[src/rtl/cpe_pkg.sv]
`default_nettype none

package cpe_pkg;

    localparam int unsigned IDX_W = 6;

    localparam logic [7:0]  SEQ_TAG    = 8'h30;
    localparam logic [23:0] WIN_MATCH  = 24'h034200;
    localparam logic [7:0]  LAST_MATCH = 8'h04;

    typedef enum logic [1:0] {
        PH_FIRST  = 2'd0,
        PH_SEARCH = 2'd1,
        PH_COPY   = 2'd2,
        PH_SKIP   = 2'd3
    } phase_t;

    typedef enum logic [2:0] {
        ST_PENDING  = 3'd0,
        ST_FOUND    = 3'd1,
        ST_INVALID  = 3'd2,
        ST_NOTFOUND = 3'd3,
        ST_TRUNC    = 3'd4
    } status_t;

    typedef struct packed {
        logic             has_key;
        logic [7:0]       key_byte;
        logic [IDX_W-1:0] key_index;
        status_t          status;
        logic             final_flag;
    } result_t;

endpackage

`default_nettype wire

[src/rtl/cpe_parse.sv]
`default_nettype none

module cpe_parse #(
    parameter int KEY_BYTES = 64
) (
    input  wire logic            clk,
    input  wire logic            rst_n,
    input  wire logic            accept,
    input  wire logic [7:0]      data_byte,
    input  wire logic            end_of_cert,
    output logic                 res_valid,
    output cpe_pkg::result_t     res
);
    import cpe_pkg::*;

    phase_t             phase_reg,  phase_next;
    logic [23:0]        window_reg, window_next;
    logic [IDX_W-1:0]   count_reg,  count_next;

    logic               win_hit;
    logic               last_key;

    assign win_hit  = (window_reg == WIN_MATCH) && (data_byte == LAST_MATCH);
    assign last_key = ({1'b0, count_reg} + 7'd1) >= 7'(KEY_BYTES);

    always_ff @(posedge clk or negedge rst_n)
    begin
        if (!rst_n)
        begin
            phase_reg  <= PH_FIRST;
            window_reg <= '0;
            count_reg  <= '0;
        end
        else if (accept)
        begin
            phase_reg  <= phase_next;
            window_reg <= window_next;
            count_reg  <= count_next;
        end
    end

    // next state
    always_comb
    begin
        phase_next  = phase_reg;
        window_next = window_reg;
        count_next  = count_reg;
        unique case (phase_reg)
            PH_FIRST:
            begin
                if (data_byte != SEQ_TAG)
                    phase_next = PH_SKIP;
                else
                begin
                    window_next = {window_reg[15:0], data_byte};
                    phase_next  = PH_SEARCH;
                end
            end
            PH_SEARCH:
            begin
                if (win_hit)
                begin
                    count_next = '0;
                    phase_next = PH_COPY;
                end
                else
                    window_next = {window_reg[15:0], data_byte};
            end
            PH_COPY:
            begin
                if (last_key)
                    phase_next = PH_SKIP;
                else if (!end_of_cert)
                    count_next = count_reg + IDX_W'(1);
            end
            PH_SKIP:
            begin
            end
            default:
            begin
            end
        endcase
        // rearm on the final byte of every certificate
        if (end_of_cert)
        begin
            phase_next  = PH_FIRST;
            window_next = '0;
            count_next  = '0;
        end
    end

    // result decode
    always_comb
    begin
        res_valid      = 1'b0;
        res.has_key    = 1'b0;
        res.key_byte   = '0;
        res.key_index  = '0;
        res.status     = ST_PENDING;
        res.final_flag = 1'b0;
        unique case (phase_reg)
            PH_FIRST:
            begin
                if (data_byte != SEQ_TAG)
                begin
                    res_valid      = 1'b1;
                    res.status     = ST_INVALID;
                    res.final_flag = 1'b1;
                end
                else if (end_of_cert)
                begin
                    res_valid      = 1'b1;
                    res.status     = ST_NOTFOUND;
                    res.final_flag = 1'b1;
                end
            end
            PH_SEARCH:
            begin
                if (end_of_cert)
                begin
                    res_valid      = 1'b1;
                    res.status     = win_hit ? ST_TRUNC : ST_NOTFOUND;
                    res.final_flag = 1'b1;
                end
            end
            PH_COPY:
            begin
                res_valid     = 1'b1;
                res.has_key   = 1'b1;
                res.key_byte  = data_byte;
                res.key_index = count_reg;
                if (last_key)
                begin
                    res.status     = ST_FOUND;
                    res.final_flag = 1'b1;
                end
                else if (end_of_cert)
                begin
                    res.status     = ST_TRUNC;
                    res.final_flag = 1'b1;
                end
            end
            PH_SKIP:
            begin
            end
            default:
            begin
            end
        endcase
    end

    a_rearm: assert property (@(posedge clk) disable iff (!rst_n)
        accept && end_of_cert |=> phase_reg == PH_FIRST && window_reg == '0 && count_reg == '0)
        else $error("block did not rearm after final byte");

    a_first_clean: assert property (@(posedge clk) disable iff (!rst_n)
        phase_reg == PH_FIRST |-> window_reg == '0 && count_reg == '0)
        else $error("stale window or count at certificate start");

    a_count_range: assert property (@(posedge clk) disable iff (!rst_n)
        phase_reg == PH_COPY |-> {1'b0, count_reg} < 7'(KEY_BYTES))
        else $error("copy count beyond key length");

    a_key_in_copy: assert property (@(posedge clk) disable iff (!rst_n)
        res_valid && res.has_key |-> phase_reg == PH_COPY)
        else $error("key byte emitted outside copy");

endmodule

`default_nettype wire

[src/rtl/cpe_out_stage.sv]
`default_nettype none

module cpe_out_stage (
    input  wire logic               clk,
    input  wire logic               rst_n,
    input  wire logic               push,
    input  wire cpe_pkg::result_t   push_res,
    output logic                    space,
    output logic                    out_valid,
    input  wire logic               out_ready,
    output cpe_pkg::result_t        out_res
);
    import cpe_pkg::*;

    logic    valid_reg, valid_next;
    result_t res_reg;

    // the stage frees up in the same cycle its transaction completes
    assign space = !valid_reg || out_ready;

    always_comb
    begin
        valid_next = valid_reg;
        if (space)
            valid_next = push;
    end

    always_ff @(posedge clk or negedge rst_n)
    begin
        if (!rst_n)
            valid_reg <= 1'b0;
        else
            valid_reg <= valid_next;
    end

    always_ff @(posedge clk)
    begin
        if (space && push)
            res_reg <= push_res;
    end

    assign out_valid = valid_reg;
    assign out_res   = res_reg;

endmodule

`default_nettype wire

[src/rtl/cert_pubkey_extractor_top.sv]
`default_nettype none

// Certificate public key extractor.
// Input channel (in_valid/in_ready): one DER certificate byte per transaction,
// end_of_cert set on the final byte of each certificate.
// Output channel (out_valid/out_ready): zero or one result per input byte:
// key bytes with their index while copying, plus a status (found, invalid
// start, not found, truncated); final_result marks a certificate's last result.
// Throughput: one byte per cycle unless the receiver stalls. The parser state
// updates on the accepting edge, which also loads the result into the output
// register. A byte that yields no result passes through without occupying it.
// When the receiver stalls with a result held, in_ready drops until that
// result is taken; in_ready follows out_ready combinationally through the
// single output register.
// Reset clears the parser to expect a new certificate and empties the output
// register. Every final byte rearms the parser for the next certificate.
module cert_pubkey_extractor_top #(
    parameter int KEY_BYTES = 64
) (
    input  wire logic        clk,
    input  wire logic        rst_n,
    input  wire logic        in_valid,
    output logic             in_ready,
    input  wire logic [7:0]  data_byte,
    input  wire logic        end_of_cert,
    output logic             out_valid,
    input  wire logic        out_ready,
    output logic             has_key_byte,
    output logic [7:0]       key_byte,
    output logic [5:0]       key_index,
    output logic [2:0]       status,
    output logic             final_result
);
    import cpe_pkg::*;

    logic    accept;
    logic    res_valid;
    logic    space;
    result_t res;
    result_t out_res;

    assign in_ready = space;
    assign accept   = in_valid && space;

    cpe_parse #(
        .KEY_BYTES (KEY_BYTES)
    ) u_parse (
        .clk         (clk),
        .rst_n       (rst_n),
        .accept      (accept),
        .data_byte   (data_byte),
        .end_of_cert (end_of_cert),
        .res_valid   (res_valid),
        .res         (res)
    );

    cpe_out_stage u_out (
        .clk       (clk),
        .rst_n     (rst_n),
        .push      (accept && res_valid),
        .push_res  (res),
        .space     (space),
        .out_valid (out_valid),
        .out_ready (out_ready),
        .out_res   (out_res)
    );

    assign has_key_byte = out_res.has_key;
    assign key_byte     = out_res.key_byte;
    assign key_index    = out_res.key_index;
    assign status       = 3'(out_res.status);
    assign final_result = out_res.final_flag;

endmodule

`default_nettype wire
[config.mk]
export PLATFORM = sky130hd
export DESIGN_NAME = cert_pubkey_extractor_top
export DESIGN_NICKNAME = d
export VERILOG_FILES = /design/src/rtl/cpe_pkg.sv /design/src/rtl/cpe_parse.sv /design/src/rtl/cpe_out_stage.sv /design/src/rtl/cert_pubkey_extractor_top.sv
export SDC_FILE = /design/constraint.sdc
export NUM_CORES = 1
export LEC_CHECK = 0
export ABC_AREA = 1
export BUFFER_PORTS_ARGS = -buffer_cell sky130_fd_sc_hd__buf_2
export CORE_ASPECT_RATIO = 1.1
export CORE_UTILIZATION = 25
export DETAILED_ROUTE_END_ITERATION = 8
export SLEW_MARGIN = 20
export SYNTH_ARGS = -nofsm -noshare
export SYNTH_HDL_FRONTEND = slang
export SYNTH_SLANG_ARGS = --single-unit
export TNS_END_PERCENT = 100
[constraint.sdc]
create_clock -name clk -period 5.2 [get_ports clk]
set_input_delay 1.04 -clock clk [delete_from_list [all_inputs] [get_ports clk]]
set_output_delay 1.04 -clock clk [all_outputs]
set_load 0.02 [all_outputs]
Word level (Yosys, flattened, before mapping)
Index checks and enable logic that the tools add are counted.

cells by class
  muxes and demuxes = 24
  equal/unequal tests = 10
  magnitude comparators = 1
  reduce and logical (&&, ||, !) cells = 13
  add/sub/neg operators = 2

operator list
  operator                count
  $mux W24                3
  $pmux W24 S2            1
  $eq A24 B18 Y1 const B  1
  $mux W6                 3
  $mux W15                1
  $mux W4                 3
  $pmux W4 S3             1
  $pmux W6 S2             1
  $reduce_and A4 Y1       3
  $mux W3                 3
  $ne A3 B3 Y1 const B    3
  $eq A8 B3 Y1 const B    1
  $mux W2                 4
  $ne A8 B6 Y1 const B    1
  $add A6 B1 Y7 const B   1
  $ge A7 B7 Y1 const B    1
  $add A6 B1 Y6 const B   1
  $ne A3 B2 Y1 const B    2
  $pmux W2 S3             1
  $reduce_bool A3 Y1      2
  $logic_and A1 B1 Y1     4
  $reduce_bool A4 Y1      1
  $pmux W1 S3             1
  $eq A2 B1 Y1 const B    1
  5 further kinds         6

storage, ports and cells
  output and inout port bits = 21
  register bits = 52

Depth between registers and ports, before layout
Gate-level depths: netlist of the first run.

  depth after elaboration = 5
  gate-level depth with buffers = 10
  gate-level depth less buffers = 10

Cells and area by module
From an unflattened synthesis of the first run, not the netlist that was laid out.

second synthesis, totals
  cell total of the unflattened synthesis = 341
  area total of the unflattened synthesis = 2773.9 µm²

by module, submodules not included
  module                     sequential area each (µm²)  area an instance (µm²)  instances  cells an instance
  cpe_parse                  800.8                       2140.8                  1          312
  cpe_out_stage              595.6                       615.6                   1          25
  cert_pubkey_extractor_top  0.0                         17.5                    1          4

Worst setup path before layout of the first run
OpenSTA, ideal clock, no wires.

  path type = in2reg
  start = input out_ready
  end = register u_out.res_reg (netlist bit u_out.out_res[0]) (enable)
  slack = 2.562 ns
  library setup time = 0.374 ns
  cell stages on the path = 7
  arrival = 2.264 ns
  path through = inv_1 nand2_1 nand2_1 inv_1 buf_2 nand3_1 inv_1

between the ends
  longest elaborated chain between the ends = 4

RTL lines
  element                  line                             text
  start, declared          cert_pubkey_extractor_top.sv:27  input wire logic out_ready,
  $logic_or A1 B1 Y1 (*)   cpe_out_stage.sv:19              assign space = !valid_reg || out_ready;
  named net in_ready       cert_pubkey_extractor_top.sv:23  output logic in_ready,
  $logic_and A1 B1 Y1      cert_pubkey_extractor_top.sv:43  assign accept = in_valid && space;
  $logic_and A1 B1 Y1      cert_pubkey_extractor_top.sv:60  .push (accept && res_valid),
  $logic_and A1 B1 Y1 (*)  cpe_out_stage.sv:38              if (space && push)
  end signal, assigned     cpe_out_stage.sv:39              res_reg <= push_res;
  end, declared            cpe_out_stage.sv:16              result_t res_reg;

Mark *: on every way through the listed nets, which the timed path passes. The rest lies on a longest branch.
A chain may end at the register's enable or synchronous reset.

Final worst setup path of the first run
  start = input end_of_cert
  end = register u_out.res_reg (netlist bit u_out.out_res[17]) (enable)

between the ends
  longest elaborated chain between the ends = 5

RTL lines
  element                  line                                text
  start, declared          cert_pubkey_extractor_top.sv:25     input wire logic end_of_cert,
  $mux W1 (*)              cpe_parse.sv:110, cpe_parse.sv:119
  $mux W1                  cpe_parse.sv:104                    if (data_byte != SEQ_TAG)
  $pmux W1 S3 (*)          cpe_parse.sv:101                    unique case (phase_reg)
  $logic_and A1 B1 Y1 (*)  cert_pubkey_extractor_top.sv:60
  $logic_and A1 B1 Y1 (*)  cpe_out_stage.sv:38

Every way passes the cells marked *; elsewhere a longest branch is shown, timed or not.

==> results of run 1 <==
## worst max-delay path by stage
| stage | endpoint | cells past startpoint |
|---|---|---|
| 2_1_floorplan | u_out.out_res[0] | 7 |
| 3_3_place_gp | u_out.out_res[16] | 7 |
| 3_5_place_dp | u_out.out_res[17] | 7 |
| 4_1_cts | u_out.out_res[17] | 7 |
| 5_1_grt | u_out.out_res[17] | 6 |
| 6_report | u_out.out_res[17] | 7 |
## critical path: stages
cell and delay, ps:
buf_2 520, nand2_1 100, inv_1 100, nor2_1 60, nand3_1 80, nand3_1 140
inv_1 590
## cell families after synthesis
logic type | synth area share
xor+xnor | 0.00576
compound gates | 0.0127
flops | 0.459
buf+inv | 0.113
simple gates | 0.389
fa+ha+maj | 0.0206
## synthesized netlist by cell type (2+ instances only)
library cell  count  share of area
nor3_1            2         0.0033
ha_1              5          0.021
nor2_4            4          0.015
a21oi_1           4         0.0066
nand3_4           3          0.017
inv_2             6         0.0074
edfxtp_1         19           0.19
nor2_2            5          0.010
clkbuf_1          7         0.0086
nand4_1          34          0.070
buf_2             3         0.0049
nand3_1           9          0.015
buf_12            2          0.013
nand2_2          42          0.086
dfrtp_1          33           0.27
buf_4             3         0.0074
inv_1            58          0.072
nand2_1          81           0.10
nor2_1           44          0.054
## area by class of cell
type / count / area [um2] / area share
flip-flops and latches: 52 / 1400 / 0.402
multi-input cells: 243 / 1300 / 0.375
inverters: 64 / 240 / 0.0691
well taps: 150 / 188 / 0.0540
repair buffers: 33 / 165 / 0.0475
clock buffers: 7 / 154 / 0.0443
clock inverters: 1 / 30.0 / 0.00864
## routing by layer
metal,up-vias,GRT usage
met4,0,0.0394
met2,57,0.153
met3,8,0.0133
met5,-,0
met1,1093,0.140
li1,1217,-
## per-stage QoR
| step | util | area [um2] |
|---|---|---|
| finish | 0.299 | 3480 |
| global route | 0.299 | 3480 |
| CTS | 0.299 | 3480 |
| detailed placement | 0.283 | 3290 |
| global placement | 0.283 | 3290 |
| floorplan | - | 3040 |
## where the power goes
group	switching, uW	total, uW	internal (uW)
clock	145	402	257
combinational	457	660	203
sequential	85.6	678	593
total	687	1740	1050
## layout by cell type, fill, tap and decap left out
master     synthesis  routed
buf_2              3      33
nand2_4            1       1
dfrtp_1           33      33
bufinv_16          0       1
nand2_2           42      42
a31oi_1            1       1
or2_4              1       1
inv_2              6       6
clkbuf_16          0       6
nand2_1           81      81
clkbuf_1           7       1
nand3_1            9       9
inv_1             58      58
nand4_1           34      34
xnor2_1            1       1
ha_1               5       5
nand3_2            1       1
nand3_4            3       3
a21oi_1            4       4
edfxtp_1          19      19
a211oi_1           1       1
nor3_1             2       2
nor2_2             5       5
xor2_1             1       1
or2_2              1       1
nor2_1            44      44
nor2_4             4       4
o21ai_1            1       1
nor2_8             1       1
==> metrics.md, run 1 <==
| Metric | Value |
|---|---|
| RR Endpoint | `u_out.out_res[17]` |
| Mapped Cells | `374` |
| Initial DRC count | `149` |
| Placed cell count | `542` |
| Max-Cap Viols | `0` |
| Post-synth cell types | `29` |
| RD Place Congestion | `approximately 0.8` |
| DP HPWL | `4.21 mm` |
| Synthesis-to-finish area growth | `14.2%` |
| Starting Density | `0.261` |
| Setup-failing EPs final | `0` |
| Leakage | `between 0.0015 and 0.002 uW` |
| Most used DFF post-synth | `dfrtp_1` |
| Fmax achieved | `365 MHz` |
| Crit path launch | `end_of_cert` |
| CTS resizes | `0` |
| Final WS setup | `2460 ps` |
| Largest net degree at the start of global routing | `40` |
| FF+latch count, synth | `52` |
| Slew Viols, Final | `0` |
| CTS tree | `done` |
| Crit Path Class | `in2reg` |
| Final nets | `417` |
| GRT overflow | `0` |
| Clk sinks | `52` |
| Initial antenna violation count | `0` |
| H-tree levels | `2` |
| FFs w/ async S/R, synth | `0.635` |
| Worst Hold Launch | `u_parse.window_reg[2]` |
| Critical Path AT | `~2700 ps` |
| Core Region | `11600 um2` |
| DRT Pass-1 Iters | `4` |
| Antenna cells | `0` |
| VDD IR max | `0.176 mV` |
| Post-synth EDFFs | `19` |
| CP Max Fanout | `39` |
| Worst Hold Slack | `between 400 and 500 ps` |
| Layout fillers | `~1.2k` |
| Clock-pin slew on the worst setup and hold paths | `60 ps` |
| Remaining DRCs | `0` |
| Reg2reg path depth | `6` |
| Critical Path RT | `around 5100 ps` |
| Fin crit share | `0.527` |
| CTS Buf Count | `5` |
| Hold Crit Class | `reg2reg` |
| Tot Pwr | `between 1500 and 2000 uW` |
| WHS Endpoint | `u_parse.window_reg[2]` |
| Root buffer cell | `clkbuf_16` |
| CP startpoint kind | `input port` |
| Post-CTS setup buffer count | `0` |
| Non-filler cells, final | `550` |
| Fin crit period | `about 2700 ps` |
| Outcome | `completed` |
| Routed WL | `between 5 and 6 mm` |
| Routed length on met1 | `2.95 mm` |
| Sequential area share after synthesis | `0.459` |
| Max Root-Sink Buffers | `2` |
| Pre-CTS setup slack | `2150 ps` |
| # hold bufs at CTS | `0` |
| Mapped Nets | `392` |
| Total Routing Usage GR | `0.0993` |
| RSZ-0062 raised after global routing | `no` |
| Worst slew margin | `0.494` |
| Hold Path Depth | `2` |
| Antenna Nets Post-Route | `0` |
| Die ar. | `12600 um2` |
| Mean area per synthesized cell | `8.14 um2` |
| Syn. warnings | `0` |
| Setup_tns | `0 ps` |
| Total number of vias | `2375` |
| Slew @ Worst Pin | `roughly 760 ps` |
| Max reg flops | `24` |
| Reg-to-reg slack, setup | `between 2000 and 3000 ps` |
| First-pass GRT wire length | `10.2 mm` |
| IO buf count | `33` |
| Hold Vio Cnt, Final | `0` |
| Row Count | `41` |
| Ratio of cells with drive above 1 in the final layout | `0.263` |
| Pwr per Cell Area | `500 nW/um2` |
| Die W | `107 um` |
| Worst reg2reg path startpoint | `u_parse.phase_reg[0]` |
| Die Span Y | `118 um` |
| Synth Cell Area | `3040 um2` |
| WL met2 | `2.64 mm` |
| CP Capture Type | `flop` |
| Worst clock skew | `around 4.2 ps` |
| WL met3 | `about 240 um` |
| Boundary Pins | `34` |
| Max Used Layer | `met4` |
| Via density | `roughly 4.3` |
| Wirelength per Cell | `between 10 and 15 um` |
| Vias in the first global route | `2197` |
| Skew-Pair Late Insertion Delay | `290 ps` |
Note: power is estimated with default switching activity, not from simulation.
==> inputs of run 2 (changes only) <==
==> constraint.sdc (replaced) <==
create_clock -name clk -period 2.5 [get_ports clk]
set_input_delay 0.5 -clock clk [delete_from_list [all_inputs] [get_ports clk]]
set_output_delay 0.5 -clock clk [all_outputs]
set_load 0.02 [all_outputs]
==> metrics.md, run 2 (synthesized netlist as in run 1, its figures left out) <==
| Metric | Value |
|---|---|
| Outcome | `completed` |
| Pwr per Cell Area | `1000 nW/um2` |
| IO buf count | `33` |
| Initial DRC count | `roughly 170` |
| Leakage | `0.00174 uW` |
| Die W | `107 um` |
| VDD IR max | `0.504 mV` |
| Layout fillers | `1218` |
| # hold bufs at CTS | `0` |
| Row Count | `41` |
| Setup-failing EPs final | `0` |
| Vias in the first global route | `2229` |
| Largest net degree at the start of global routing | `34` |
| Slew Viols, Final | `0` |
| Synthesis-to-finish area growth | `14.7%` |
| CP Capture Type | `flop` |
| Clock-pin slew on the worst setup and hold paths | `around 70 ps` |
| CP startpoint kind | `flop` |
| Root buffer cell | `clkbuf_16` |
| Max reg flops | `24` |
| Worst clock skew | `9.36 ps` |
| Fin area | `3490 um2` |
| Multi-input gate area | `1300 um2` |
| RD Place Congestion | `around 0.80` |
| Tot Pwr | `3500 uW` |
| CTS resizes | `0` |
| Register area | `1400 um2` |
| Remaining DRCs | `0` |
| Core Util, Final | `0.300` |
| Die Span Y | `around 120 um` |
| Fmax achieved | `552 MHz` |
| Hold Vio Cnt, Final | `0` |
| H-tree levels | `2` |
| Commonest non-fill, non-tap cell in the layout | `nand2_1` |
| Skew-Pair Late Insertion Delay | `290 ps` |
| Fin crit share | `0.724` |
| Via density | `4.25` |
| Max Root-Sink Buffers | `2` |
| Max-Cap Viols | `0` |
| Critical Path AT | `1780 ps` |
| Total number of vias | `2366` |
| CTS Buf Count | `5` |
| Routed WL | `about 6.1 mm` |
| GRT overflow | `0` |
| Total Routing Usage GR | `0.102` |
| Clk sinks | `52` |
| DRT Pass-1 Iters | `4` |
| First-pass GRT wire length | `10.6 mm` |
| Setup_tns | `0 ps` |
| Core Region | `11600 um2` |
| Die ar. | `roughly 13000 um2` |
| Final nets | `between 400 and 500` |
| CTS tree | `done` |
| Hold Crit Class | `in2async` |
| Post-CTS setup buffer count | `0` |
| Starting Density | `0.261` |
| Most frequent cells in the layout | `81 x nand2_1, 58 x inv_1, 44 x nor2_1` |
| Initial antenna violation count | `0` |
| Worst slew margin | `0.494` |
| Antenna Nets Post-Route | `0` |
| Fin crit period | `1810 ps` |
| Area post-placement | `3350 um2` |
| RSZ-0062 raised after global routing | `no` |
| Crit Path Class | `reg2reg` |
| Slew @ Worst Pin | `759 ps` |
| DP HPWL | `4.32 mm` |
| Ratio of cells with drive above 1 in the final layout | `0.278` |
| Critical Path RT | `2470 ps` |
| CP Max Fanout | `19` |
| Antenna cells | `0` |
| Boundary Pins | `34` |
| Wirelength per Cell | `about 11 um` |
==> run 2: changes by cell type in the layout (fill, tap and decap cells not counted) <==
| cell | before | now |
|---|---|---|
| buf_4 | 0 | 7 |
| bufinv_16 | 1 | 0 |
| clkbuf_1 | 1 | 0 |
| clkbuf_16 | 6 | 5 |
| clkbuf_2 | 0 | 1 |
| clkinv_4 | 0 | 1 |
| inv_4 | 0 | 1 |
==> run 2: through the flow <==
step | hold slack, ps | std cells | worst slack (ps)
after floorplan | 204 | 374 | 402
after global placement | 457 | 549 | 670
after detailed placement | 464 | 549 | 610
after CTS | 312 | 557 | 679
after global routing | 355 | 557 | 547
final | 274 | 557 | 690
==> run 2: critical path, stage by stage (launching register included) <==
cell and delay, ps:
dfrtp_1 420, inv_1 100, ha_1 210, inv_2 70, nor2_1 130, nor2_1 70
nand3_1 80, nand3_1 100, inv_1 70, buf_4 240
==> run 2: path summary, 6_finish.rpt <==
path / startpoint / endpoint / slack, ps / cells past startpoint
hold reg to reg: u_parse.window_reg[2] / u_parse.window_reg[2] / 480 / 2
setup / recovery: u_parse.phase_reg[0] / u_out.out_res[14] / 690 / 9
setup reg to reg: u_parse.phase_reg[0] / u_out.out_res[14] / 690 / 9
min in group clk: u_parse.window_reg[2] / u_parse.window_reg[2] / 480 / 2
hold / removal: rst_n / u_parse.window_reg[18] / 270 / 1
max in group asynchronous: rst_n / u_parse.count_reg[4] / 1740 / 1
==> run 2: power by group <==
group	internal [uW]	total (uW)	leakage, uW	switching [uW]
registers	1230	1410	0.000628	176
clock network	378	680	0.0000744	302
logic	453	1410	0.00104	959
==> run 2: routing by layer <==
| metal | GRT usage | share of wire | wire length, um |
|---|---|---|---|
| met1 | 0.149 | 0.51 | 3140 |
| met4 | 0.0334 | 0.015 | 89 |
| met5 | 0 | 0 | 0 |
| met3 | 0.00941 | 0.031 | 192 |
| met2 | 0.159 | 0.44 | 2710 |
==> run 2: final cells by class <==
class	count	share of cell area
flip-flops and latches	52	0.400
multi-input cells	243	0.373
inverters	64	0.0688
repair buffers	40	0.0624
well taps	150	0.0538
clock buffers	6	0.0373
clock inverters	2	0.00430
==> inputs of run 3 (changes only) <==
==> constraint.sdc (replaced) <==
create_clock -name clk -period 1.75 [get_ports clk]
set_input_delay 0.35 -clock clk [delete_from_list [all_inputs] [get_ports clk]]
set_output_delay 0.35 -clock clk [all_outputs]
set_load 0.02 [all_outputs]
==> metrics.md, run 3 (synthesized netlist as in run 1, its figures left out) <==
| Metric | Value |
|---|---|
| Slew @ Worst Pin | `between 300 and 400 ps` |
| Routed WL | `around 6.8 mm` |
| VDD IR max | `0.720 mV` |
| CTS Buf Count | `5` |
| Pre-CTS setup slack | `-136 ps` |
| Fmax achieved | `590 MHz` |
| Root buffer cell | `clkbuf_16` |
| Most frequent cells in the layout | `79 x nand2_1, 56 x inv_1, 44 x nand2_2` |
| Row Count | `41` |
| Core Util, Final | `0.332` |
| Boundary Pins | `34` |
| Synthesis-to-finish area growth | `27.1%` |
| Max Root-Sink Buffers | `2` |
| Skew-Pair Late Insertion Delay | `a little under 300 ps` |
| Final nets | `~450` |
| Total Routing Usage GR | `0.112` |
| H-tree levels | `2` |
| First-pass GRT wire length | `11.5 mm` |
| Max reg flops | `24` |
| Fin crit share | `0.968` |
| Die W | `107 um` |
| Clock-pin slew on the worst setup and hold paths | `70 ps` |
| Pwr per Cell Area | `1510 nW/um2` |
| Die ar. | `12600 um2` |
| Worst Hold Slack | `7.42 ps` |
| Fin crit period | `around 1700 ps` |
| DRT Pass-1 Iters | `4` |
| Max-Cap Viols | `0` |
| RD Place Congestion | `0.813` |
| Hold Crit Class | `in2async` |
| Outcome | `completed` |
| DP HPWL | `4.62 mm` |
| Core Region | `11600 um2` |
| IO buf count | `33` |
| Antenna cells | `0` |
| Clk sinks | `52` |
| Antenna Nets Post-Route | `0` |
| Hold Vio Cnt, Final | `0` |
| # hold bufs at CTS | `0` |
| CP Capture Type | `flop` |
| Critical Path RT | `about 1800 ps` |
| Ratio of cells with drive above 1 in the final layout | `0.352` |
| Initial DRC count | `118` |
| Largest net degree at the start of global routing | `34` |
| Critical Path AT | `between 1500 and 2000 ps` |
| Wirelength per Cell | `11.6 um` |
| Setup_tns | `0 ps` |
| Via density | `around 4.3` |
| Total number of vias | `between 2k and 3k` |
| Worst clock skew | `5.13 ps` |
| CTS tree | `done` |
| Die Span Y | `approximately 120 um` |
| CP startpoint kind | `flop` |
| Tot Pwr | `~6000 uW` |
| Initial antenna violation count | `0` |
| Worst slew margin | `0.797` |
| RSZ-0062 raised after global routing | `yes` |
| CP Max Fanout | `9` |
| Starting Density | `0.261` |
| Final WS setup | `55.2 ps` |
| Setup-failing EPs final | `0` |
| Slew Viols, Final | `0` |
| Leakage | `0.00192 uW` |
| Commonest non-fill, non-tap cell in the layout | `nand2_1` |
| GRT overflow | `0` |
| Vias in the first global route | `between 2k and 2.5k` |
| Remaining DRCs | `0` |
| Crit Path Class | `reg2reg` |
-- run 3: final cells by class --
type / instances / area, um2
fillers: 1213 / 7770
clock buffers: 6 / 129
multi-input cells: 244 / 1360
flip-flops and latches: 52 / 1400
well taps: 150 / 188
repair buffers: 67 / 493
clock inverters: 2 / 60.1
inverters: 64 / 244
-- run 3: worst paths after layout --
check                                         endpoint  slack, ps  depth (start not counted)                   start
worst max-delay path                  u_out.out_res[2]         60                          7    u_parse.phase_reg[1]
min in group clk                       u_out.out_valid        320                          4               out_ready
worst min-delay path             u_parse.window_reg[5]          7                          2                   rst_n
worst max register to register        u_out.out_res[2]         60                          7    u_parse.phase_reg[1]
worst min register to register  u_parse.window_reg[16]        480                          2  u_parse.window_reg[16]
max in group asynchronous              u_out.out_valid       1550                          2                   rst_n
-- run 3: worst max-delay path, cell delays in order (launching register included) --
cell	delay [ps]
dfrtp_1	390
buf_4	150
ha_1	180
inv_1	140
nand3_1	140
nand3_2	130
clkinvlp_4	140
clkbuf_16	190
-- run 3: power breakdown --
group          internal [uW]  leakage, uW  switching (uW)
sequential              1760     0.000627             231
combinational           1010      0.00120            1570
clock                    820    0.0000911             439
total                   3590      0.00192            2240
-- run 3: per-layer routing --
| metal | part of all wire | up-vias | GRT usage |
|---|---|---|---|
| met5 | 0 | - | 0 |
| met4 | 0.017 | 0 | 0.0479 |
| met3 | 0.033 | 8 | 0.0133 |
| met2 | 0.48 | 63 | 0.180 |
| met1 | 0.47 | 1184 | 0.149 |
| li1 | - | 1286 | - |
-- run 3: timing repair --
item,CTS,global route
buffers inserted,0,6
gates cloned,0,3
endpoints found under the setup margin,20,49
pin swaps,0,5
gates resized for setup,2,9
-- run 3: through the flow --
stage | area (um2) | cells
floorplan | 3050 | 374
global placement | 3540 | 568
detailed placement | 3540 | 568
CTS | 3730 | 576
global route | 3870 | 585
finish | 3870 | 585
